**src/hrlp_pkg.sv**
```systemverilog
package hrlp_pkg;

    typedef struct packed {
        logic [7:0] out_byte;
        logic       byte_valid;
        logic [1:0] section;
        logic       line_done;
        logic [2:0] verdict;
    } t_result;

endpackage

```
**src/hrlp_result_fifo.sv**
```systemverilog
module hrlp_result_fifo (
    input  logic              i_clk,
    input  logic              i_rst_n,
    input  logic [1:0]        i_push_count,
    input  hrlp_pkg::t_result i_push_data [2],
    output logic              o_room,
    output logic              o_valid,
    output hrlp_pkg::t_result o_data,
    input  logic              i_ready
);
    import hrlp_pkg::*;

    localparam int DEPTH = 4;
    localparam int AW    = $clog2(DEPTH);

    t_result         r_mem [DEPTH];
    logic [AW-1:0]   r_wr_ptr;
    logic [AW-1:0]   r_rd_ptr;
    logic [AW:0]     r_count;
    logic [AW-1:0]   wr_ptr_next_slot;
    logic            pop;

    assign pop              = (r_count != '0) && i_ready;
    assign wr_ptr_next_slot = r_wr_ptr + AW'(1);
    assign o_valid          = (r_count != '0);
    assign o_data           = r_mem[r_rd_ptr];
    assign o_room           = (r_count <= (AW+1)'(DEPTH - 2));

    always_ff @(posedge i_clk) begin
        if (!i_rst_n) begin
            r_wr_ptr <= '0;
            r_rd_ptr <= '0;
            r_count  <= '0;
        end else begin
            r_wr_ptr <= r_wr_ptr + AW'(i_push_count);
            r_rd_ptr <= r_rd_ptr + AW'(pop);
            r_count  <= r_count + (AW+1)'(i_push_count) - (AW+1)'(pop);
        end
    end

    always_ff @(posedge i_clk) begin
        if (i_push_count != 2'd0) begin
            r_mem[r_wr_ptr] <= i_push_data[0];
        end
        if (i_push_count == 2'd2) begin
            r_mem[wr_ptr_next_slot] <= i_push_data[1];
        end
    end

endmodule

```
**src/http_request_line_parser.sv**
```systemverilog
// HTTP request start-line parser.
// The slave stream takes one character of the start line per request in
// s_axis_tdata, with s_axis_tlast marking the final character of the line.
// The master stream returns field characters tagged with their section in
// m_axis_tuser order (byte_valid, then section), and after the final
// character a verdict result with m_axis_tlast set and the first error code
// in m_axis_tdata[10:8].
// One input character gives zero, one or two results. A character is parsed
// in the cycle it is accepted and its results are written into a
// four-entry result queue, whose head drives the master stream.
// A character can be accepted every cycle while at least two queue entries
// are free; sustained throughput is one character per cycle when each gives
// one result, and the master side's rate of one result per cycle bounds it.
// When the receiver stalls, the queue fills and s_axis_tready falls once
// fewer than two entries are free; nothing is lost or repeated.
// Synchronous reset empties the queue and returns the parser to the start of
// a line; the parser also returns there after every final character.
module http_request_line_parser (
    input  logic        i_clk,
    input  logic        i_rst_n,
    input  logic        s_axis_tvalid,
    output logic        s_axis_tready,
    input  logic [7:0]  s_axis_tdata,   // [7:0] in_byte
    input  logic        s_axis_tlast,
    output logic        m_axis_tvalid,
    input  logic        m_axis_tready,
    output logic [15:0] m_axis_tdata,   // [7:0] out_byte, [10:8] verdict
    output logic [2:0]  m_axis_tuser,   // [0] byte_valid, [2:1] section
    output logic        m_axis_tlast
);
    import hrlp_pkg::*;

    localparam logic [7:0] CH_SPACE   = 8'h20;
    localparam logic [7:0] CH_PERCENT = 8'h25;
    localparam logic [7:0] CH_SLASH   = 8'h2F;
    localparam logic [7:0] CH_HASH    = 8'h23;
    localparam logic [7:0] CH_QUERY   = 8'h3F;
    localparam logic [7:0] CH_ZERO    = 8'h30;
    localparam logic [7:0] CH_ONE     = 8'h31;
    localparam logic [7:0] CH_UPPER_A = 8'h41;
    localparam logic [7:0] CH_UPPER_Z = 8'h5A;

    localparam logic [2:0] ERR_OK        = 3'd0;
    localparam logic [2:0] ERR_BAD_HEX   = 3'd1;
    localparam logic [2:0] ERR_SHORT_ESC = 3'd2;
    localparam logic [2:0] ERR_NO_SLASH  = 3'd3;
    localparam logic [2:0] ERR_VERSION   = 3'd4;
    localparam logic [2:0] ERR_EXTRA     = 3'd5;
    localparam logic [2:0] ERR_COUNT     = 3'd6;
    localparam logic [2:0] ERR_METHOD    = 3'd7;

    localparam logic [1:0] FLD_METHOD  = 2'd0;
    localparam logic [1:0] FLD_TARGET  = 2'd1;
    localparam logic [1:0] FLD_VERSION = 2'd2;
    localparam logic [1:0] FLD_EXTRA   = 2'd3;

    localparam logic [1:0] SEC_METHOD  = 2'd0;
    localparam logic [1:0] SEC_TARGET  = 2'd1;
    localparam logic [1:0] SEC_QUERY   = 2'd2;
    localparam logic [1:0] SEC_VERSION = 2'd3;

    localparam logic [1:0] URI_TARGET   = 2'd0;
    localparam logic [1:0] URI_QUERY    = 2'd1;
    localparam logic [1:0] URI_FRAGMENT = 2'd2;

    localparam logic [1:0] ESC_NONE  = 2'd0;
    localparam logic [1:0] ESC_FIRST = 2'd1;
    localparam logic [1:0] ESC_SECOND = 2'd2;

    localparam logic [3:0] VERSION_LEN     = 4'd8;
    localparam logic [3:0] VERSION_LAST    = 4'd7;
    localparam logic [3:0] VERSION_POS_MAX = 4'd15;
    localparam logic [2:0] COUNT_MAX       = 3'd7;
    localparam logic [2:0] FIELDS_EXPECTED = 3'd3;

    typedef struct packed {
        logic [1:0] field_index;
        logic       field_has_bytes;
        logic [2:0] field_count;
        logic [1:0] uri_part;
        logic [1:0] escape_phase;
        logic [7:0] escape_first_char;
        logic [3:0] version_position;
        logic       version_mismatch;
        logic [2:0] first_error;
    } t_state;

    typedef struct packed {
        t_state     st;
        logic       emit;
        logic [7:0] ch;
        logic [1:0] sec;
    } t_step;

    function automatic logic [2:0] keep_first(logic [2:0] cur, logic [2:0] code);
        return (cur == ERR_OK) ? code : cur;
    endfunction

    function automatic logic [4:0] hex_value(logic [7:0] c);
        logic [4:0] v;
        v = 5'd16;
        if (c >= 8'h30 && c <= 8'h39) begin
            v = 5'(c - 8'h30);
        end else if (c >= 8'h41 && c <= 8'h46) begin
            v = 5'(c - 8'h37);
        end else if (c >= 8'h61 && c <= 8'h66) begin
            v = 5'(c - 8'h57);
        end
        return v;
    endfunction

    function automatic logic [7:0] version_char(logic [2:0] pos);
        logic [7:0] ch;
        unique case (pos)
            3'd0: ch = 8'h48;
            3'd1: ch = 8'h54;
            3'd2: ch = 8'h54;
            3'd3: ch = 8'h50;
            3'd4: ch = 8'h2F;
            3'd5: ch = 8'h31;
            3'd6: ch = 8'h2E;
            default: ch = 8'h31;
        endcase
        return ch;
    endfunction

    function automatic t_step end_target(t_state s);
        t_step r;
        r = '0;
        r.st = s;
        if (s.escape_phase != ESC_NONE) begin
            r.st.first_error = keep_first(s.first_error, ERR_SHORT_ESC);
            if (s.escape_phase == ESC_SECOND && s.escape_first_char != CH_PERCENT) begin
                r.emit = 1'b1;
                r.ch   = s.escape_first_char;
                r.sec  = SEC_TARGET;
            end
        end
        r.st.escape_phase = ESC_NONE;
        return r;
    endfunction

    function automatic t_step close_field(t_state s);
        t_step r;
        r = '0;
        r.st = s;
        if (s.field_index == FLD_TARGET) begin
            if (!s.field_has_bytes) begin
                r.st.first_error = keep_first(r.st.first_error, ERR_NO_SLASH);
            end
            if (s.uri_part == URI_TARGET) begin
                r = end_target(r.st);
            end
        end else if (s.field_index == FLD_VERSION) begin
            if (s.version_position != VERSION_LEN || s.version_mismatch) begin
                r.st.first_error = keep_first(r.st.first_error, ERR_VERSION);
            end
        end else if (s.field_index == FLD_EXTRA) begin
            r.st.first_error = keep_first(r.st.first_error, ERR_EXTRA);
        end
        if (s.field_count < COUNT_MAX) begin
            r.st.field_count = s.field_count + 3'd1;
        end
        if (s.field_index < FLD_EXTRA) begin
            r.st.field_index = s.field_index + 2'd1;
        end
        r.st.field_has_bytes   = 1'b0;
        r.st.uri_part          = URI_TARGET;
        r.st.escape_phase      = ESC_NONE;
        r.st.escape_first_char = 8'd0;
        r.st.version_position  = 4'd0;
        r.st.version_mismatch  = 1'b0;
        return r;
    endfunction

    function automatic t_step field_byte(t_state s, logic [7:0] c);
        t_step      r;
        logic [4:0] hi;
        logic [4:0] lo;
        r  = '0;
        r.st = s;
        hi = hex_value(s.escape_first_char);
        lo = hex_value(c);
        unique case (s.field_index)
            FLD_METHOD: begin
                if (c < CH_UPPER_A || c > CH_UPPER_Z) begin
                    r.st.first_error = keep_first(r.st.first_error, ERR_METHOD);
                end
                r.emit = 1'b1;
                r.ch   = c;
                r.sec  = SEC_METHOD;
            end
            FLD_TARGET: begin
                if (!s.field_has_bytes && c != CH_SLASH) begin
                    r.st.first_error = keep_first(r.st.first_error, ERR_NO_SLASH);
                end
                if (s.uri_part == URI_TARGET) begin
                    if (c == CH_HASH) begin
                        r = end_target(r.st);
                        r.st.uri_part = URI_FRAGMENT;
                    end else if (c == CH_QUERY) begin
                        r = end_target(r.st);
                        r.st.uri_part = URI_QUERY;
                    end else if (s.escape_phase == ESC_FIRST) begin
                        r.st.escape_first_char = c;
                        r.st.escape_phase      = ESC_SECOND;
                    end else if (s.escape_phase == ESC_SECOND) begin
                        r.emit = 1'b1;
                        r.sec  = SEC_TARGET;
                        if (hi[4] || lo[4] || (hi == 5'd0 && lo == 5'd0)) begin
                            r.st.first_error = keep_first(r.st.first_error, ERR_BAD_HEX);
                            r.ch = 8'd0;
                        end else begin
                            r.ch = {hi[3:0], lo[3:0]};
                        end
                        r.st.escape_phase = ESC_NONE;
                    end else if (c == CH_PERCENT) begin
                        r.st.escape_phase = ESC_FIRST;
                    end else begin
                        r.emit = 1'b1;
                        r.ch   = c;
                        r.sec  = SEC_TARGET;
                    end
                end else if (s.uri_part == URI_QUERY) begin
                    if (c == CH_HASH) begin
                        r.st.uri_part = URI_FRAGMENT;
                    end else begin
                        r.emit = 1'b1;
                        r.ch   = c;
                        r.sec  = SEC_QUERY;
                    end
                end
            end
            FLD_VERSION: begin
                if (s.version_position >= VERSION_LEN) begin
                    r.st.version_mismatch = 1'b1;
                end else if (s.version_position == VERSION_LAST) begin
                    if (c != CH_ONE && c != CH_ZERO) begin
                        r.st.version_mismatch = 1'b1;
                    end
                end else if (c != version_char(s.version_position[2:0])) begin
                    r.st.version_mismatch = 1'b1;
                end
                if (s.version_position < VERSION_POS_MAX) begin
                    r.st.version_position = s.version_position + 4'd1;
                end
                r.emit = 1'b1;
                r.ch   = c;
                r.sec  = SEC_VERSION;
            end
            default: begin
            end
        endcase
        r.st.field_has_bytes = 1'b1;
        return r;
    endfunction

    t_state     r_state;
    t_state     n_state;
    t_state     mid_state;
    t_step      first_step;
    t_step      last_close;
    logic [7:0] in_char;
    logic       in_last;
    logic [2:0] final_error;
    t_result    res_first;
    t_result    res_close;
    t_result    res_verdict;
    t_result    push_data [2];
    logic [1:0] push_n;
    logic [1:0] push_count;
    logic       room;
    logic       accept;
    t_result    out_res;

    assign in_char = s_axis_tdata;
    assign in_last = s_axis_tlast;

    always_comb begin
        if (in_char == CH_SPACE) begin
            first_step = close_field(r_state);
        end else begin
            first_step = field_byte(r_state, in_char);
        end
        mid_state  = first_step.st;
        last_close = '0;
        last_close.st = mid_state;
        if (in_last && in_char != CH_SPACE) begin
            last_close = close_field(mid_state);
        end
        final_error = last_close.st.first_error;
        if (last_close.st.field_count != FIELDS_EXPECTED) begin
            final_error = keep_first(final_error, ERR_COUNT);
        end
        n_state = in_last ? t_state'('0) : last_close.st;

        res_first   = '{out_byte: first_step.ch, byte_valid: 1'b1, section: first_step.sec,
                        line_done: 1'b0, verdict: ERR_OK};
        res_close   = '{out_byte: last_close.ch, byte_valid: 1'b1, section: last_close.sec,
                        line_done: 1'b0, verdict: ERR_OK};
        res_verdict = '{out_byte: 8'd0, byte_valid: 1'b0, section: SEC_METHOD,
                        line_done: 1'b1, verdict: final_error};

        push_data[0] = res_verdict;
        push_data[1] = res_verdict;
        push_n       = 2'd0;
        if (first_step.emit) begin
            push_data[0] = res_first;
            push_n       = 2'd1;
            if (last_close.emit) begin
                push_data[1] = res_close;
                push_n       = 2'd2;
            end else if (in_last) begin
                push_n       = 2'd2;
            end
        end else if (last_close.emit) begin
            push_data[0] = res_close;
            push_n       = 2'd2;
        end else if (in_last) begin
            push_n       = 2'd1;
        end
    end

    assign accept        = s_axis_tvalid && room;
    assign s_axis_tready = room;
    assign push_count    = accept ? push_n : 2'd0;

    always_ff @(posedge i_clk) begin
        if (!i_rst_n) begin
            r_state <= '0;
        end else if (accept) begin
            r_state <= n_state;
        end
    end

    hrlp_result_fifo u_result_fifo (
        .i_clk        (i_clk),
        .i_rst_n      (i_rst_n),
        .i_push_count (push_count),
        .i_push_data  (push_data),
        .o_room       (room),
        .o_valid      (m_axis_tvalid),
        .o_data       (out_res),
        .i_ready      (m_axis_tready)
    );

    assign m_axis_tdata = {5'd0, out_res.verdict, out_res.out_byte};
    assign m_axis_tuser = {out_res.section, out_res.byte_valid};
    assign m_axis_tlast = out_res.line_done;

endmodule
```
**config.mk**
```make
export PLATFORM = sky130hd
export DESIGN_NAME = http_request_line_parser
export DESIGN_NICKNAME = d
export VERILOG_FILES = /design/src/hrlp_pkg.sv /design/src/hrlp_result_fifo.sv /design/src/http_request_line_parser.sv
export SDC_FILE = /design/constraint.sdc
export NUM_CORES = 1
export LEC_CHECK = 0
export BUFFER_PORTS_ARGS = -buffer_cell sky130_fd_sc_hd__buf_4
export CAP_MARGIN = 5
export CELL_PAD_IN_SITES_DETAIL_PLACEMENT = 1
export CELL_PAD_IN_SITES_GLOBAL_PLACEMENT = 1
export CORE_MARGIN = 5
export CORE_UTILIZATION = 49
export DETAILED_ROUTE_END_ITERATION = 12
export PLACE_DENSITY = 0.9
export SLEW_MARGIN = 20
export SYNTH_ARGS = -nofsm -noshare
export SYNTH_HDL_FRONTEND = slang
export SYNTH_SLANG_ARGS = --single-unit
export TNS_END_PERCENT = 10
```
**constraint.sdc**
```tcl
create_clock -name i_clk -period 5.33 [get_ports i_clk]
set_input_delay 0.533 -clock i_clk [delete_from_list [all_inputs] [get_ports i_clk]]
set_output_delay 0.533 -clock i_clk [all_outputs]
set_load 0.01 [all_outputs]
```
* After elaboration in Yosys (flattened, before gate mapping)
Memories as Yosys holds them, arrays and structs flattened. A register that Yosys moved wholly into a read port is not among the register bits.
Cells that the tools add are included.
** Storage, ports and cells
- Word-level logic and storage cells :: 222
- RAM bits :: 60
- Input bits :: 13
- Output and inout bits :: 22
- Bits in registers :: 33
- Memories :: 1
** Cells by class
- Muxes and demuxes :: 104
- Magnitude comparators :: 21
- Add/sub/neg operators :: 16
- Equality and inequality tests :: 31
- Reduce and logical (&&, ||, !) cells :: 37
** Memory list
- u_result_fifo.r_mem :: depth 4, bits a word 15, read ports 1, clocked after Yosys merged registers in 1, wr ports 2, line hrlp_result_fifo.sv:16 : t_result r_mem [DEPTH];
** Operators with widths (count)
- $mux W3 :: 35
- $mux W11 :: 9
- $mux W14 :: 6
- $mux W37 :: 2
- $mux W8 :: 6
- $ne A8 B6 Y1 const B :: 6
- $mux W15 :: 3
- $mux W5 :: 8
- $pmux W7 S5 :: 1
- $pmux W11 S3 :: 1
- $eq A8 B6 Y1 const B :: 4
- $ge A8 B7 Y1 const B :: 4
- $le A8 B7 Y1 const B :: 4
- $mux W31 :: 1
- $mux W2 :: 15
- $sub A5 B5 Y5 const B :: 6
- $mux W29 :: 1
- $mux W26 :: 1
- $logic_not A3 Y1 :: 7
- $mux W18 :: 1
- $ge A8 B6 Y1 const B :: 2
- $le A8 B6 Y1 const B :: 2
- $eq A2 B2 Y1 const B :: 7
- $logic_and A1 B1 Y1 :: 14
- other kinds (35) :: 63

* Longest topological paths before layout
- Word-level depth :: 34
- Gate-level depth with buffers :: 18
- Gate-level depth less buffers :: 15

* Hierarchy
A second synthesis with hierarchy kept.
** Unflattened totals
- Cells, all modules :: 646
- Area total of the unflattened synthesis :: 6658.9 um^2
** Modules (own cells, without submodules)
- hrlp_result_fifo :: times used 1, cells each 193, area each 3449.6 um^2
- http_request_line_parser :: times used 1, cells each 453, area each 3209.3 um^2

* Least setup slack after synthesis
No wires, ideal clock.
- Path kind :: input to register
- Start :: input port s_axis_tdata[1]
- End :: memory u_result_fifo.r_mem[0][0] (netlist name) (enable)
- Setup time :: 0.404 ns
- Setup slack :: 1.406 ns
- Data arrival time :: 3.520 ns
- Stages :: 11
- Required time :: 4.926 ns
- Path through :: clkbuf_1 -> inv_1 -> ha_1 -> and3_1 -> a211oi_2 -> o2111ai_1 -> or3_4 -> buf_12 -> inv_6 -> a21oi_1 -> o21ai_0
** RTL lines
- start, declared :: line http_request_line_parser.sv:23 : input logic [7:0] s_axis_tdata,
- end, declared :: line hrlp_result_fifo.sv:16

* Worst setup path after layout
- Start :: register r_state[9] (netlist name)
- End :: register u_result_fifo.r_count[2]
** Between the ends
- Word-level cells in the longest chain between the ends :: 18
** Ends and longest elaborated chain
- start, declared :: line http_request_line_parser.sv:258 : t_state r_state;
- start signal, assigned :: line http_request_line_parser.sv:332 : r_state <= n_state;
- $mux W8 :: line http_request_line_parser.sv:204 : end else if (s.escape_phase == ESC_FIRST) begin
- $mux W10 :: line http_request_line_parser.sv:201 : end else if (c == CH_QUERY) begin
- $mux W31 :: line http_request_line_parser.sv:198 : if (c == CH_HASH) begin
- $mux W18 :: line http_request_line_parser.sv:197 : if (s.uri_part == URI_TARGET) begin
- $mux W12 :: line http_request_line_parser.sv:184 : unique case (s.field_index)
- $mux W37 (*) :: line http_request_line_parser.sv:280 : if (in_char == CH_SPACE) begin
- $ne A8 B6 Y1 :: line http_request_line_parser.sv:133 : if (s.escape_phase == ESC_SECOND && s.escape_first_char != CH_PERCENT) begin
- $logic_and A1 B1 Y1 :: line http_request_line_parser.sv:133
- [2 not listed]
- $mux W29 :: line http_request_line_parser.sv:151 : if (s.uri_part == URI_TARGET) begin
- $mux W11 :: line http_request_line_parser.sv:147 : if (s.field_index == FLD_TARGET) begin
- $mux W37 :: line http_request_line_parser.sv:288 : if (in_last && in_char != CH_SPACE) begin
- $mux W2 (on tied branches) :: line http_request_line_parser.sv:316, http_request_line_parser.sv:310
- $mux W2 (*) :: line http_request_line_parser.sv:307 : if (first_step.emit) begin
- $mux W2 (*) :: line http_request_line_parser.sv:326 : assign push_count = accept ? push_n : 2'd0;
- $add A3 B2 Y3 (*) :: line hrlp_result_fifo.sv:37 : r_count <= r_count + (AW+1)'(i_push_count) - (AW+1)'(pop);
- $sub A3 B1 Y3 (*) :: line hrlp_result_fifo.sv:37
- end signal, assigned :: line hrlp_result_fifo.sv:37
- end, declared :: line hrlp_result_fifo.sv:19 : logic [AW:0] r_count;
Every way passes the cells marked *; elsewhere a longest branch is shown, timed or not.
A chain may end at the register's enable or synchronous reset.

==> impl_metrics.yaml <==
outcome:
  status: "finished clean"
route:
  dr.pass1.iters: 5
  drc: 0
  vias: 5701
  antenna_left: 0
  wl_um: 20890
  drtIter0Drc: 700
  wl_per_cell_um: 24.64
  viasPerCell: 6.723
logic_synthesis:
  synth_adder_area_share: 0.03842
  yosys.area_share.simple: 0.2272
  synth_area_leaders: "edfxtp_1, dfxtp_1, mux4_2, nor2_1, ha_1"
  yosysTopAreaCell: "edfxtp_1"
  synthMuxAreaShare: 0.06097
  netlist.area_leader.share: 0.2635
  syn_avg_cell_area_um2: 9.483
  synth_edf_count: 56
  synth.most_common_cell: "nor2_1"
  ys.flop_type: "edfxtp_1"
  synthCells: 673
  synth_top_family_by_area: "simple AND/OR/NAND/NOR gates"
  synthDistinctLibCells: 96
  async_flop_share: 0
  synth_xor_area_frac: 0.01235
  ys_seq_area_frac: 0.3795
  synth_area_mm2: 0.006382
  ys_warn_count: 0
  ys_top_cells_by_count: "nor2_1, edfxtp_1, nand2_1"
  synth_compound_area_frac: 0.2223
  ys_seq_elements: 93
floorplan:
  core-area_mm2: 0.01267
  die_y_um: 124.1
  die_x_um: 124.1
  start_util: 0.5037
  die-area_mm2: 0.01541
  placementRows: 41
  pin_count: 35
sta:
  skew_ns: 0.01142
  tns_ns: 0
  setup_violations: 0
  fmaxAchievable_ghz: 0.2451
  rsz0062_at_grt: "false"
  layout_min_cycle_time_ns: 4.080
  max_slew_margin: 0.3620
  hold_viol: 0
  fin_crit_sh: 0.7654
  slew_viol_final: 0
  tightest_slew_ns: 0.9569
cts:
  post_cts.repair.setup_buffers: 0
  cts_tree: "built"
  cts_root_buf: "clkbuf_16"
  cts_hold_buf: 0
  cts_resized: 0
  clock_path_buffers: 2
  insertion_delay_ns: 0.36
  htree_levels: 3
  numCtsBuffers: 9
  clkSlewWorstSetupHoldPaths_ns: 0.08
  cts_sinks: 93
power:
  powerDensity_mw_per_mm2: 341.1
  ir_worst_vdd_mv: 0.1791
  leakagePower_nw: 2.369
critical_path:
  end_kind: "flip-flop"
  critPathArrivalTime_ns: 4.32
  path_max_fanout: 9
  startpoint_type: "flip-flop"
  critPathRequiredTime_ns: 5.57
  critPathKind: "flip-flop to flip-flop"
finish:
  nets: 703
  drive_above_1_share: 0.1612
  syn_to_final_growth_pct: 8.900
  design_area_mm2: 0.006950
  fillCellCount: 1472
  num_antenna_cells: 0
  finalNonFillerCells: 848
place:
  dp_cells: 832
  place_area_mm2: 0.006619
  gp_congestion: 1.022
  dp_hpwl_um: 15150
  portBuffers: 29
global_route:
  grt_max_degree: 34
  grt_overflow_total: 0
  grt_pass1_wl_um: 32860
  grt_usage: 0.2823
  antenna_found_initial: 0
  grt_pass1_vias: 5665
flow_run:
  maxCapViolations: 0
worst_hold_path:
  hp-class: "flip-flop to flip-flop"
==> cell type report <==
| cell class | instances | area (µm²) | area share |
|---|---|---|---|
| multi-input cells | 506 | 3605 | 0.5186 |
| flip-flops and latches | 93 | 2424 | 0.3487 |
| repair buffers | 38 | 285.3 | 0.04104 |
| clock buffers | 9 | 225.2 | 0.03240 |
| well taps | 172 | 215.2 | 0.03096 |
| clock inverters | 7 | 105.1 | 0.01512 |
| inverters | 23 | 91.34 | 0.01314 |
==> through the flow <==
step	hold slack, ns	power, W	utilization	worst slack, ns
after floorplan	0.4670	0.001364	-	1.406
after global placement	0.4989	0.001589	0.5221	1.197
after detailed placement	0.5076	0.001646	0.5224	0.9931
after CTS	0.5262	0.002378	0.5484	1.308
after global routing	0.5695	0.002474	0.5485	1.016
final	0.5324	0.002371	0.5485	1.250
==> kinds of logic after synthesis <==
kind of cell	after synthesis
and+or+nand+nor	265
DFF	93
buffers and inverters	78
xor gates and xnor gates	9
other	1
AOI/OAI and AO/OA	188
muxes	20
adders and majority gates	19
==> worst max-delay path, cell delays in order, from the launching register on <==
cell and delay [ns]:
dfxtp_1 0.55, inv_1 0.12, ha_1 0.26, a41oi_1 0.39, nand2_1 0.22, a31oi_4 0.35, nand2b_1 0.51, xnor2_1 0.12
nor3_1 0.31, ha_1 0.23, inv_1 0.06, fa_1 0.38, xor2_1 0.17, xnor2_1 0.13, and2_1 0.16
==> layer usage <==
layer,GRT usage,vias to the layer above,part of all wire
met5,0,-,0
met4,0.1068,0,0.030
met3,0.04723,45,0.067
met2,0.4618,258,0.49
met1,0.3758,2868,0.41
li1,-,2530,-
==> registers in the layout (all words and copies together) (netlist names) <==
register and flops:
u_result_fifo.r_mem 60, r_state 26, u_result_fifo.r_count 3, u_result_fifo.r_rd_ptr 2, u_result_fifo.r_wr_ptr 2
==> power breakdown <==
group	switching, W	internal [W]	total, W	leakage [nW]
combinational	0.000384	0.000298	0.000682	1.42
clock	0.000313	0.000418	0.000731	0.158
sequential	0.0000826	0.000875	0.000958	0.791
==> layout by cell type (no fill, tap or decap), types with 6 or more instances in the layout <==
cell type and count:
and3_1 6, o21ai_0 16, inv_1 19, nand4_1 9
nor3_1 18, buf_4 38, a21boi_0 6, a31oi_1 13
a21oi_1 36, edfxtp_1 56, o21ai_1 10, nand2b_1 7
mux4_2 15, a21o_1 6, nor2_1 81, xnor2_1 6
clkbuf_16 9, nand3_1 13, ha_1 18, a22oi_1 18
nor2b_1 27, and2_1 16, dfxtp_1 36, nand2_1 43
==> final timing paths <==
check,startpoint,slack (ns),endpoint,depth (start not counted)
min,r_state[3]$_SDFFE_PN0P_,0.53,r_state[3]$_SDFFE_PN0P_,2
min reg2reg,r_state[3]$_SDFFE_PN0P_,0.53,r_state[3]$_SDFFE_PN0P_,2
max,r_state[9]$_SDFFE_PN0P_,1.25,u_result_fifo.r_count[2]$_SDFF_PN0_,14
max reg2reg,r_state[9]$_SDFFE_PN0P_,1.25,u_result_fifo.r_count[2]$_SDFF_PN0_,14
Note: power is estimated with default switching activity, not from simulation.
